## config.mk

```make
export PLATFORM = sky130hd
export DESIGN_NAME = count_ordered_self_organizing_list
export DESIGN_NICKNAME = d
export VERILOG_FILES = /design/src/hdl/cosol_pkg.sv /design/src/hdl/count_ordered_self_organizing_list.sv /design/src/hdl/cosol_table.sv
export SDC_FILE = /design/constraint.sdc
export NUM_CORES = 2
export LEC_CHECK = 0
export BUFFER_PORTS_ARGS = -buffer_cell sky130_fd_sc_hd__buf_2
export CAP_MARGIN = 10
export CELL_PAD_IN_SITES_DETAIL_PLACEMENT = 1
export CELL_PAD_IN_SITES_GLOBAL_PLACEMENT = 1
export CORE_UTILIZATION = 45
export DETAILED_ROUTE_END_ITERATION = 12
export PLACE_DENSITY_LB_ADDON = 0.1
export SYNTH_ARGS = -nofsm -noshare
export SYNTH_HDL_FRONTEND = slang
export SYNTH_SLANG_ARGS = --single-unit
```

## constraint.sdc

```tcl
create_clock -name clk -period 14.5 [get_ports clk]
set_clock_uncertainty 0.15 [all_clocks]
set_input_delay 0 -clock clk [delete_from_list [all_inputs] [get_ports clk]]
set_output_delay 0 -clock clk [all_outputs]
set_load 0.01 [all_outputs]
```

## src/hdl/cosol_pkg.sv

```systemverilog
// Shared types, codes and default sizes for the count-ordered self-organizing list.
package cosol_pkg;

	// Default sizes handed to the top level parameters.
	localparam int DEPTH_DEF      = 16;
	localparam int KEY_BITS_DEF   = 64;
	localparam int COUNT_BITS_DEF = 16;

	// Fixed widths of the transaction fields.
	localparam int KEY_W    = 64;
	localparam int POS_W    = 4;
	localparam int HIT_W    = 16;
	localparam int STATUS_W = 2;

	// Request codes.
	typedef enum logic {
		REQ_ADD    = 1'b0,
		REQ_SEARCH = 1'b1
	} req_t;

	// Result status codes.
	typedef enum logic [STATUS_W-1:0] {
		ST_OK        = 2'd0,
		ST_NOT_FOUND = 2'd1,
		ST_FULL      = 2'd2
	} status_t;

	// Sequencer states.
	typedef enum logic [2:0] {
		S_IDLE,
		S_SCAN,
		S_WALK,
		S_PLACE,
		S_FIN
	} state_t;

endpackage

```

## src/hdl/count_ordered_self_organizing_list.sv

```systemverilog
// Top level of the count-ordered self-organizing list: sequencer, fill level and result register.
// The block keeps up to DEPTH keys ordered by access count, highest first, in a table with
// one read and one write port. It takes one request at a time and holds in_stall high until
// that request's result has been loaded into the output register. An add, or any request
// that is answered at once (table full, search on an empty table), goes from idle straight
// to the finishing state, which loads the output register once it is free. A search scans
// from the head at one entry per cycle, then walks back from the hit toward the head, moving
// each passed entry down by one slot per cycle, and finally writes the promoted entry. A hit
// at the head skips the walk and goes straight to the write; a miss ends the scan at the
// fill level.
module count_ordered_self_organizing_list #(
	parameter int DEPTH      = cosol_pkg::DEPTH_DEF,
	parameter int KEY_BITS   = cosol_pkg::KEY_BITS_DEF,
	parameter int COUNT_BITS = cosol_pkg::COUNT_BITS_DEF
) (
	input  logic                          clk,
	input  logic                          arst_n,
	input  logic                          in_valid,
	output logic                          in_stall,
	input  logic                          req_type,
	input  logic [cosol_pkg::KEY_W-1:0]   key,
	output logic                          out_valid,
	input  logic                          out_stall,
	output logic [cosol_pkg::STATUS_W-1:0] status,
	output logic [cosol_pkg::POS_W-1:0]   old_position,
	output logic [cosol_pkg::POS_W-1:0]   new_position,
	output logic [cosol_pkg::HIT_W-1:0]   hit_count
);

	localparam int IDX_W  = $clog2(DEPTH);
	localparam int FILL_W = $clog2(DEPTH + 1);

	cosol_pkg::state_t state_q, state_d;

	logic [FILL_W-1:0]     fill_q;
	logic [FILL_W-1:0]     scan_q;
	logic                  look_q;
	logic [KEY_BITS-1:0]   key_q;
	logic [IDX_W-1:0]      ptr_q;
	logic [IDX_W-1:0]      cmp_q;
	logic [IDX_W-1:0]      pos_q;
	logic [IDX_W-1:0]      dst_q;
	logic [COUNT_BITS-1:0] cnt_q;

	cosol_pkg::status_t    res_status_q;
	logic [IDX_W-1:0]      res_old_q;
	logic [IDX_W-1:0]      res_new_q;
	logic [COUNT_BITS-1:0] res_cnt_q;

	logic                  out_valid_q;
	cosol_pkg::status_t    out_status_q;
	logic [IDX_W-1:0]      out_old_q;
	logic [IDX_W-1:0]      out_new_q;
	logic [COUNT_BITS-1:0] out_cnt_q;

	logic                  wr_en;
	logic [IDX_W-1:0]      wr_addr;
	logic [KEY_BITS-1:0]   wr_key;
	logic [COUNT_BITS-1:0] wr_cnt;
	logic [IDX_W-1:0]      rd_addr;
	logic [KEY_BITS-1:0]   rd_key;
	logic [COUNT_BITS-1:0] rd_cnt;

	logic                  accept_in;
	logic                  is_search;
	logic                  is_full;
	logic                  key_hit;
	logic                  walk_move;
	logic                  out_free;
	logic [COUNT_BITS-1:0] cnt_inc;
	logic [FILL_W-1:0]     hit_pos;

	cosol_table #(
		.DEPTH      (DEPTH),
		.KEY_BITS   (KEY_BITS),
		.COUNT_BITS (COUNT_BITS)
	) u_table (
		.clk     (clk),
		.wr_en   (wr_en),
		.wr_addr (wr_addr),
		.wr_key  (wr_key),
		.wr_cnt  (wr_cnt),
		.rd_addr (rd_addr),
		.rd_key  (rd_key),
		.rd_cnt  (rd_cnt)
	);

	// Shared decode of the current cycle.
	assign accept_in = in_valid && !in_stall;
	assign is_search = (req_type == cosol_pkg::REQ_SEARCH);
	assign is_full   = (fill_q == FILL_W'(DEPTH));
	assign key_hit   = look_q && (rd_key == key_q);
	assign walk_move = look_q && (rd_cnt <= cnt_q);
	assign out_free  = !out_valid_q || !out_stall;
	assign cnt_inc   = (rd_cnt == '1) ? rd_cnt : rd_cnt + COUNT_BITS'(1);
	assign hit_pos   = scan_q - FILL_W'(1);

	// Next state of the sequencer.
	always_comb begin
		state_d = state_q;
		unique case (state_q)
			cosol_pkg::S_IDLE: begin
				if (accept_in) begin
					if (is_search && (fill_q != '0)) begin
						state_d = cosol_pkg::S_SCAN;
					end else begin
						state_d = cosol_pkg::S_FIN;
					end
				end
			end
			cosol_pkg::S_SCAN: begin
				if (key_hit) begin
					state_d = (hit_pos == '0) ? cosol_pkg::S_PLACE : cosol_pkg::S_WALK;
				end else if (scan_q == fill_q) begin
					state_d = cosol_pkg::S_FIN;
				end
			end
			cosol_pkg::S_WALK: begin
				if (look_q && (!walk_move || (cmp_q == '0))) begin
					state_d = cosol_pkg::S_PLACE;
				end
			end
			cosol_pkg::S_PLACE: begin
				state_d = cosol_pkg::S_FIN;
			end
			cosol_pkg::S_FIN: begin
				if (out_free) begin
					state_d = cosol_pkg::S_IDLE;
				end
			end
			default: begin
				state_d = cosol_pkg::S_IDLE;
			end
		endcase
	end

	// Table port controls and input stall for each state.
	always_comb begin
		in_stall = 1'b1;
		wr_en    = 1'b0;
		wr_addr  = dst_q;
		wr_key   = key_q;
		wr_cnt   = cnt_q;
		rd_addr  = ptr_q;
		unique case (state_q)
			cosol_pkg::S_IDLE: begin
				in_stall = 1'b0;
				wr_en    = accept_in && !is_search && !is_full;
				wr_addr  = fill_q[IDX_W-1:0];
				wr_key   = key[KEY_BITS-1:0];
				wr_cnt   = '0;
			end
			cosol_pkg::S_SCAN: begin
				rd_addr = scan_q[IDX_W-1:0];
			end
			cosol_pkg::S_WALK: begin
				wr_en   = walk_move;
				wr_addr = cmp_q + IDX_W'(1);
				wr_key  = rd_key;
				wr_cnt  = rd_cnt;
			end
			cosol_pkg::S_PLACE: begin
				wr_en = 1'b1;
			end
			cosol_pkg::S_FIN: begin
				in_stall = 1'b1;
			end
			default: begin
				in_stall = 1'b1;
			end
		endcase
	end

	// Control registers.
	always_ff @(posedge clk or negedge arst_n) begin
		if (!arst_n) begin
			state_q     <= cosol_pkg::S_IDLE;
			fill_q      <= '0;
			look_q      <= 1'b0;
			out_valid_q <= 1'b0;
		end else begin
			state_q <= state_d;
			if (accept_in && !is_search && !is_full) begin
				fill_q <= fill_q + FILL_W'(1);
			end
			unique case (state_q)
				cosol_pkg::S_IDLE:  look_q <= 1'b0;
				cosol_pkg::S_SCAN:  look_q <= !key_hit;
				cosol_pkg::S_WALK:  look_q <= 1'b1;
				cosol_pkg::S_PLACE: look_q <= 1'b0;
				cosol_pkg::S_FIN:   look_q <= 1'b0;
				default:            look_q <= 1'b0;
			endcase
			if ((state_q == cosol_pkg::S_FIN) && out_free) begin
				out_valid_q <= 1'b1;
			end else if (!out_stall) begin
				out_valid_q <= 1'b0;
			end
		end
	end

	// Sequencer datapath: scan pointer, walk pointers and pending result.
	always_ff @(posedge clk) begin
		unique case (state_q)
			cosol_pkg::S_IDLE: begin
				key_q  <= key[KEY_BITS-1:0];
				scan_q <= '0;
				dst_q  <= '0;
				if (is_search) begin
					res_status_q <= cosol_pkg::ST_NOT_FOUND;
					res_old_q    <= '0;
					res_new_q    <= '0;
				end else if (is_full) begin
					res_status_q <= cosol_pkg::ST_FULL;
					res_old_q    <= '0;
					res_new_q    <= '0;
				end else begin
					res_status_q <= cosol_pkg::ST_OK;
					res_old_q    <= fill_q[IDX_W-1:0];
					res_new_q    <= fill_q[IDX_W-1:0];
				end
				res_cnt_q <= '0;
			end
			cosol_pkg::S_SCAN: begin
				// A hit starts the walk at the entry just ahead of it.
				if (key_hit) begin
					pos_q <= hit_pos[IDX_W-1:0];
					ptr_q <= hit_pos[IDX_W-1:0] - IDX_W'(1);
					cnt_q <= cnt_inc;
				end else begin
					scan_q <= scan_q + FILL_W'(1);
				end
			end
			cosol_pkg::S_WALK: begin
				// Entries at or below the new count move down; the first higher one stops the walk.
				if (look_q) begin
					dst_q <= walk_move ? cmp_q : cmp_q + IDX_W'(1);
				end else begin
					dst_q <= pos_q;
				end
				cmp_q <= ptr_q;
				ptr_q <= ptr_q - IDX_W'(1);
			end
			cosol_pkg::S_PLACE: begin
				res_status_q <= cosol_pkg::ST_OK;
				res_old_q    <= pos_q;
				res_new_q    <= dst_q;
				res_cnt_q    <= cnt_q;
			end
			cosol_pkg::S_FIN: begin
				key_q <= key_q;
			end
			default: begin
				key_q <= key_q;
			end
		endcase
	end

	// Output register, loaded when the finished result can be handed over.
	always_ff @(posedge clk) begin
		if ((state_q == cosol_pkg::S_FIN) && out_free) begin
			out_status_q <= res_status_q;
			out_old_q    <= res_old_q;
			out_new_q    <= res_new_q;
			out_cnt_q    <= res_cnt_q;
		end
	end

	assign out_valid    = out_valid_q;
	assign status       = out_status_q;
	assign old_position = cosol_pkg::POS_W'(out_old_q);
	assign new_position = cosol_pkg::POS_W'(out_new_q);
	assign hit_count    = cosol_pkg::HIT_W'(out_cnt_q);

endmodule

```

## src/hdl/cosol_table.sv

```systemverilog
// Entry storage for the list: key and count arrays with one write port and one registered read port.
module cosol_table #(
	parameter int DEPTH      = cosol_pkg::DEPTH_DEF,
	parameter int KEY_BITS   = cosol_pkg::KEY_BITS_DEF,
	parameter int COUNT_BITS = cosol_pkg::COUNT_BITS_DEF
) (
	input  logic                     clk,
	input  logic                     wr_en,
	input  logic [$clog2(DEPTH)-1:0] wr_addr,
	input  logic [KEY_BITS-1:0]      wr_key,
	input  logic [COUNT_BITS-1:0]    wr_cnt,
	input  logic [$clog2(DEPTH)-1:0] rd_addr,
	output logic [KEY_BITS-1:0]      rd_key,
	output logic [COUNT_BITS-1:0]    rd_cnt
);

	logic [KEY_BITS-1:0]   key_mem [DEPTH];
	logic [COUNT_BITS-1:0] cnt_mem [DEPTH];

	// Write port.
	always_ff @(posedge clk) begin
		if (wr_en) begin
			key_mem[wr_addr] <= wr_key;
			cnt_mem[wr_addr] <= wr_cnt;
		end
	end

	// Read port with registered data.
	always_ff @(posedge clk) begin
		rd_key <= key_mem[rd_addr];
		rd_cnt <= cnt_mem[rd_addr];
	end

endmodule
```

; After elaboration in Yosys (flattened, before gate mapping)
; Memory sizes are Yosys's and may differ from the RTL's. A register that Yosys moved wholly into a read port is not among the register bits.
; Cells that the tools add are included.
[totals]
romBits = 0
wordCells = 107
mem_count = 2
output_inout_bits = 28
in_bits = 69
mem_bits_rw = 1280
ff_bits = 163
latch_bits = 0
[classes]
n_lt_le_gt_ge = 1
n_div = 0
n_mux = 35
n_mul = 0
eq_ne = 15
shifts = 0
n_addsub = 7
n_reduce_logical = 28
bitwise_logic = 0
[memory_table]
columns = memory, words, width, rd, rd_ports_with_merged_regs, write_ports, line
row1 = u_table.key_mem, 16, 64, 1, 1, 1, cosol_table.sv:17  ; logic [KEY_BITS-1:0] key_mem [DEPTH];
row2 = u_table.cnt_mem, 16, 16, 1, 1, 1, cosol_table.sv:18  ; logic [COUNT_BITS-1:0] cnt_mem [DEPTH];
[op_table]
columns = op, n
row1 = 64-bit case mux with 2 select lines, 1
row2 = 64-bit == test, 1
row3 = 16-bit case mux with 2 select lines, 2
row4 = 4-bit case mux with 2 select lines, 5
row5 = 4-bit 2-to-1 mux, 6
row6 = 3-bit 2-to-1 mux, 6
row7 = 16-bit by 1-bit adder with 16-bit output (second input constant), 1
row8 = 16-bit == test (second input constant), 1
row9 = 16-bit <= comparator, 1
row10 = 16-bit 2-to-1 mux, 1
row11 = 3-bit case mux with 5 select lines, 1
row12 = 5-bit by 1-bit adder with 5-bit output (second input constant), 2
row13 = 2-bit inequality test (second input constant), 5
row14 = 5-bit case mux with 2 select lines, 1
row15 = 1-bit logical AND, 8
row16 = 2-bit nonzero test, 4
row17 = 4-bit by 1-bit subtractor with 4-bit output (second input constant), 2
row18 = 3-bit by 2-bit == test with 1-bit output (second input constant), 2
row19 = 1-bit logical NOT, 6
row20 = 1-bit 2-to-1 mux, 6
row21 = 2-bit AND reduction, 3
row22 = 5-bit == test, 1
row23 = 5-bit == test (second input constant), 1
row24 = 5-bit logical NOT, 1
row25 = other kinds (16), 18

; Logic depth before layout (Yosys ltp)
[depth]
word_depth = 7
ltp_mapped = 10
mapped_depth_nobuf = 9

; Cells and area by module
; A second synthesis with hierarchy kept.
[unflattened]
hier_cells = 2862
hier_area_um2 = 58371.0
[by_module_without_submodules]
columns = mod, instances, seq_area_each_um2, cells_each, area_per_inst_um2
row1 = cosol_table, 1, 40038.4, 2054, 49422.4
row2 = count_ordered_self_organizing_list, 1, 4844.6, 808, 8948.6

; Worst setup path after synthesis
; OpenSTA, ideal clock, no wires.
[synth_path]
path_kind = flip-flop to flip-flop
start = reg cnt_q[10]
end = mem u_table.cnt_mem[3][0] in the netlist's numbering, enable pin
slack_ns = 3.449
setup_time_ns = 0.744
arrival_ns = 10.157
period_less_slack_ns = 11.051
required_time_ns = 13.606
path_buffers = 0
stages_incl_launch_ff = 8
path_cell_list = edfxtp_1 -> inv_1 -> ha_1 -> nand4_1 -> or4_1 -> nor2b_1 -> o31a_1 -> nor4b_1
[synth_between]
elab_chain_cells = 5
[synth_rtl]
columns = element, line
row1 = from (decl), count_ordered_self_organizing_list.sv:43  ; logic [COUNT_BITS-1:0] cnt_q;
row2 = from (signal assigned), count_ordered_self_organizing_list.sv:229  ; cnt_q <= cnt_inc;
row3 = 16-bit <= comparator, count_ordered_self_organizing_list.sv:93  ; assign walk_move = look_q && (rd_cnt <= cnt_q);
row4 = 1-bit logical AND, count_ordered_self_organizing_list.sv:93
row5 = 1-bit case mux with 3 select lines, count_ordered_self_organizing_list.sv:145  ; unique case (state_q)
row6 = 1-bit 2-to-1 mux, cosol_table.sv:22  ; if (wr_en) begin
row7 = 1-bit 2-to-1 mux (not written as such), cosol_table.sv:24  ; cnt_mem[wr_addr] <= wr_cnt;
row8 = to (decl), cosol_table.sv:18
; No other way between the ends.

; Worst setup path in the final report
[layout_path]
start = reg state_q[0]
end = reg u_table.rd_key[24] (read register of u_table.key_mem)
[layout_between]
elab_chain_cells = 2
[layout_rtl]
columns = element, line
row1 = from (decl), count_ordered_self_organizing_list.sv:33  ; cosol_pkg::state_t state_q, state_d;
row2 = from (signal assigned), count_ordered_self_organizing_list.sv:177  ; state_q <= cosol_pkg::S_IDLE;
row3 = from (signal assigned), count_ordered_self_organizing_list.sv:182  ; state_q <= state_d;
row4 = 3-bit by 1-bit == test with 1-bit output, count_ordered_self_organizing_list.sv:145
row5 = 4-bit 2-to-1 mux, count_ordered_self_organizing_list.sv:145
row6 = to (decl), cosol_table.sv:13  ; output logic [KEY_BITS-1:0] rd_key,
; No other way between the ends.
; A chain may end at the register's enable or synchronous reset.

==> load_flow_metrics.sql <==
INSERT INTO impl_metrics (metric_group, metric, value, unit) VALUES
('timing', 'finalSetupViolations', '0', ''),
('worst_setup_path', 'path_cells', 'inv_1 -> or3_1 -> mux2i_4 -> buf_12 -> buf_4 -> buf_12 -> mux4_2 -> and2_1 -> a211oi_1 -> a31oi_1', ''),
('global_route', 'grt_first_pass_wirelength', '225000', 'um'),
('power_and_ir_drop', 'ir_drop', '0.177', 'mV'),
('synth', 'synth.area.top_cells', 'edfxtp_1 (73%), mux4_2 (12%), dfxtp_1 (2.7%)', ''),
('worst_setup_path', 'critical_path.most_common_cell', 'buf_12', ''),
('synth', 'synth_ff_type', 'edfxtp_1', ''),
('global_route', 'grt_pass1_vias', '32600', ''),
('timing', 'fin_tns_setup', '0', 'ns'),
('global_route', 'grt_start_max_net_pins', '145', ''),
('floorplan', 'floorplan.die.height', '365', 'um'),
('detailed_routing', 'wl_per_cell', '29.4', 'um'),
('timing', 'fmaxAchievable', '0.175', 'GHz'),
('synth', 'ys_top_cells_by_count', 'edfxtp_1 (1433), mux4_2 (320), nand2_1 (274), clkbuf_1 (98), o21ai_0 (93)', ''),
('floorplan', 'placeableCoreArea', '130000', 'um^2'),
('timing', 'slew_headroom', '17.1', '%'),
('worst_setup_path', 'critical-path-slowest-cell', 'buf_4', ''),
('clock_tree', 'cts.sinks', '1523', ''),
('worst_setup_path', 'crit_path_max_incr_delay', '0.80', 'ns'),
('cells_and_area', 'fillers', '11700', ''),
('synth', 'ys_warn_count', '0', ''),
('detailed_routing', 'drc_errors', '0', ''),
('synth', 'post-synth-top-area-fraction', '72.6', '%'),
('hold_path', 'hold_path_startpoint', 'in_valid', ''),
('detailed_routing', 'totalWireLength', '155000', 'um'),
('floorplan', 'die-width', '365', 'um'),
('timing', 'report.final.slew_viol_count', '0', ''),
('worst_setup_path', 'cp_data_required_time', '14.98', 'ns'),
('worst_setup_path', 'worstSetupStartpointType', 'flop', ''),
('detailed_routing', 'vias_per_cell', '5.77', ''),
('clock_tree', 'cts.root.buffer_cell', 'clkbuf_16', ''),
('synth', 'ys_types', '57', ''),
('timing', 'rsz0062_at_grt', 'no', ''),
('clock_tree', 'cts.clk_slew.worst_paths', '0.06', 'ns'),
('timing', 'fin_crit', '5.72', 'ns'),
('hold_path', 'holdCritPathClass', 'input pin to flop', ''),
('detailed_routing', 'detailedRoute.firstPassIterationCount', '5', ''),
('timing', 'hold-worst-slack', '0.0909', 'ns'),
('floorplan', 'boundary_pin_count', '97', ''),
('placement', 'buffer_ports.inserted', '96', ''),
('run', 'cap_viol_max_count', '0', ''),
('worst_setup_path', 'r2r_setup_slack', '8.78', 'ns'),
('placement', 'finalWeightedCongestion', '0.766', ''),
('worst_setup_path', 'cp.arrival', '6.20', 'ns'),
('timing', 'max_slew.worst_pin.slew', '1.24', 'ns'),
('floorplan', 'start_util', '45.5', '%'),
('cells_and_area', 'drive_above_1_share', '22.7', '%'),
('floorplan', 'floorplan.die_area', '133000', 'um^2'),
('placement', 'hpwl', '80000', 'um'),
('cells_and_area', 'final_nets', '3486', ''),
('cells_and_area', 'seq_area', '44900', 'um^2'),
('worst_setup_path', 'critical_path_peak_fanout', '144', ''),
('placement', 'dpl-instance-area', '62200', 'um^2'),
('detailed_routing', 'dr_total_vias', '30400', ''),
('clock_tree', 'cts_repair_resize_count', '0', ''),
('worst_setup_path', 'worst_r2r_startpoint', 'state_q[0]', ''),
('cells_and_area', 'multiInputGateArea', '13500', 'um^2'),
('global_route', 'gr-total-overflow', '0', ''),
('synth', 'synth_sequential_area_ratio', '75.7', '%'),
('timing', 'finalCritPeriodShare', '39.5', '%'),
('power_and_ir_drop', 'design_power_total', '0.0144', 'W'),
('global_route', 'antenna_found_initial', '4', ''),
('synth', 'post_synthesis_net_count', '3139', ''),
('power_and_ir_drop', 'power_leakage', '22.4', 'nW'),
('synth', 'post-synth-top-area-cell', 'edfxtp_1', ''),
('synth', 'post_synth.cell_area_avg', '19.5', 'um^2'),
('outcome', 'status', 'complete, no violations', ''),
('clock_tree', 'cts.path.max_buffers', '3', ''),
('clock_tree', 'tritoncts', 'yes', ''),
('synth', 'postSynthRegisterBits', '1523', ''),
('synth', 'mappedNetlistArea', '59300', 'um^2');
==> cells in the final DEF, fill, tap and decap left out, drive strengths merged, types with 5 or more instances in the layout <==
cell / count
clkinv: 57
xor2: 40
nand4: 21
nand3: 21
xnor2: 41
ha: 25
inv: 49
dfxtp: 80
nor4: 33
bufinv: 6
nor4b: 6
a22o: 9
nor2b: 13
clkbuf: 228
o21ai: 93
and2: 84
dlygate4sd3: 135
nand2: 274
a211oi: 86
edfxtp: 1433
nor2: 25
mux4: 320
a31oi: 81
nor3: 5
buf: 219
mux2i: 72
a21oi: 14
dfrtp: 10
==> sequential cells by signal, summed over array words and instances, names as in the netlist, 16 cells and up <==
| name | count |
|---|---|
| u_table.key_mem | 1024 |
| key_q | 64 |
| cnt_q | 16 |
| u_table.cnt_mem | 256 |
| res_cnt_q | 16 |
| hit_count | 16 |
| u_table.rd_cnt | 16 |
| u_table.rd_key | 64 |
==> report_power, final <==
group	switching (W)	total, W	internal (W)
logic	0.00258	0.00403	0.00145
registers	0.000289	0.00634	0.00605
clock network	0.00172	0.00401	0.00229
==> worst max-delay path, delay by kind of cell, from the launching register on <==
kind | cells | cell delay [ns]
AOI/OAI and AO/OA | 2 | 0.38
buffers and inverters | 4 | 2.50
muxes | 2 | 0.78
and+or+nand+nor | 2 | 0.97
DFF | 1 | 0.40
==> per-stage QoR <==
stage / worst slack (ns) / cells / utilization, %
floorplan: 3.45 / 3045 / -
global placement: 8.82 / 4829 / 47.8
detailed placement: 8.66 / 4835 / 47.8
CTS: 8.62 / 5271 / 52.8
global route: 8.16 / 5272 / 52.9
finish: 8.78 / 5274 / 52.9
==> layer usage <==
| metal | global-route usage (%) | wire length [um] | up-vias |
|---|---|---|---|
| met1 | 32.7 | 67100 | 16300 |
| met4 | 7.03 | 3690 | 2 |
| met2 | 38.6 | 75600 | 848 |
| met5 | 0 | 8 | - |
| met3 | 4.25 | 8440 | 208 |
| li1 | - | - | 13000 |
==> worst max path at each step <==
stage / endpoint / slack (ns) / cells after the start / start
after floorplan: u_table.cnt_mem[3][0] / 3.45 / 7 / cnt_q[10]
after global placement: u_table.rd_key[43] / 8.82 / 9 / state_q[1]
final: u_table.rd_key[24] / 8.78 / 10 / state_q[0]
after detailed placement: u_table.rd_key[45] / 8.66 / 9 / state_q[2]
after global routing: u_table.rd_key[55] / 8.16 / 10 / state_q[0]
after CTS: u_table.rd_key[24] / 8.62 / 10 / state_q[0]
==> final cells by class <==
cell class | count | share of cell area [%]
Inverter | 43 | 0.238
Timing Repair Buffer | 354 | 4.14
Clock buffer | 228 | 6.56
Clock inverter | 73 | 0.969
Antenna cell | 2 | 0.00728
Tap cell | 1742 | 3.17
Multi-Input combinational cell | 1309 | 19.7
Sequential cell | 1523 | 65.3
==> kinds of logic after synthesis <==
family / Yosys count / synth area share [%]
flip-flops: 1523 / 75.7
AO/OA/AOI/OAI: 309 / 3.35
AND/OR/NAND/NOR: 499 / 4.01
XOR/XNOR: 81 / 1.20
adder cells (fa/ha/maj): 25 / 0.528
multiplexers: 395 / 13.5
buffers and inverters: 213 / 1.72
No activity file was read; power rests on OpenSTA's default activity.
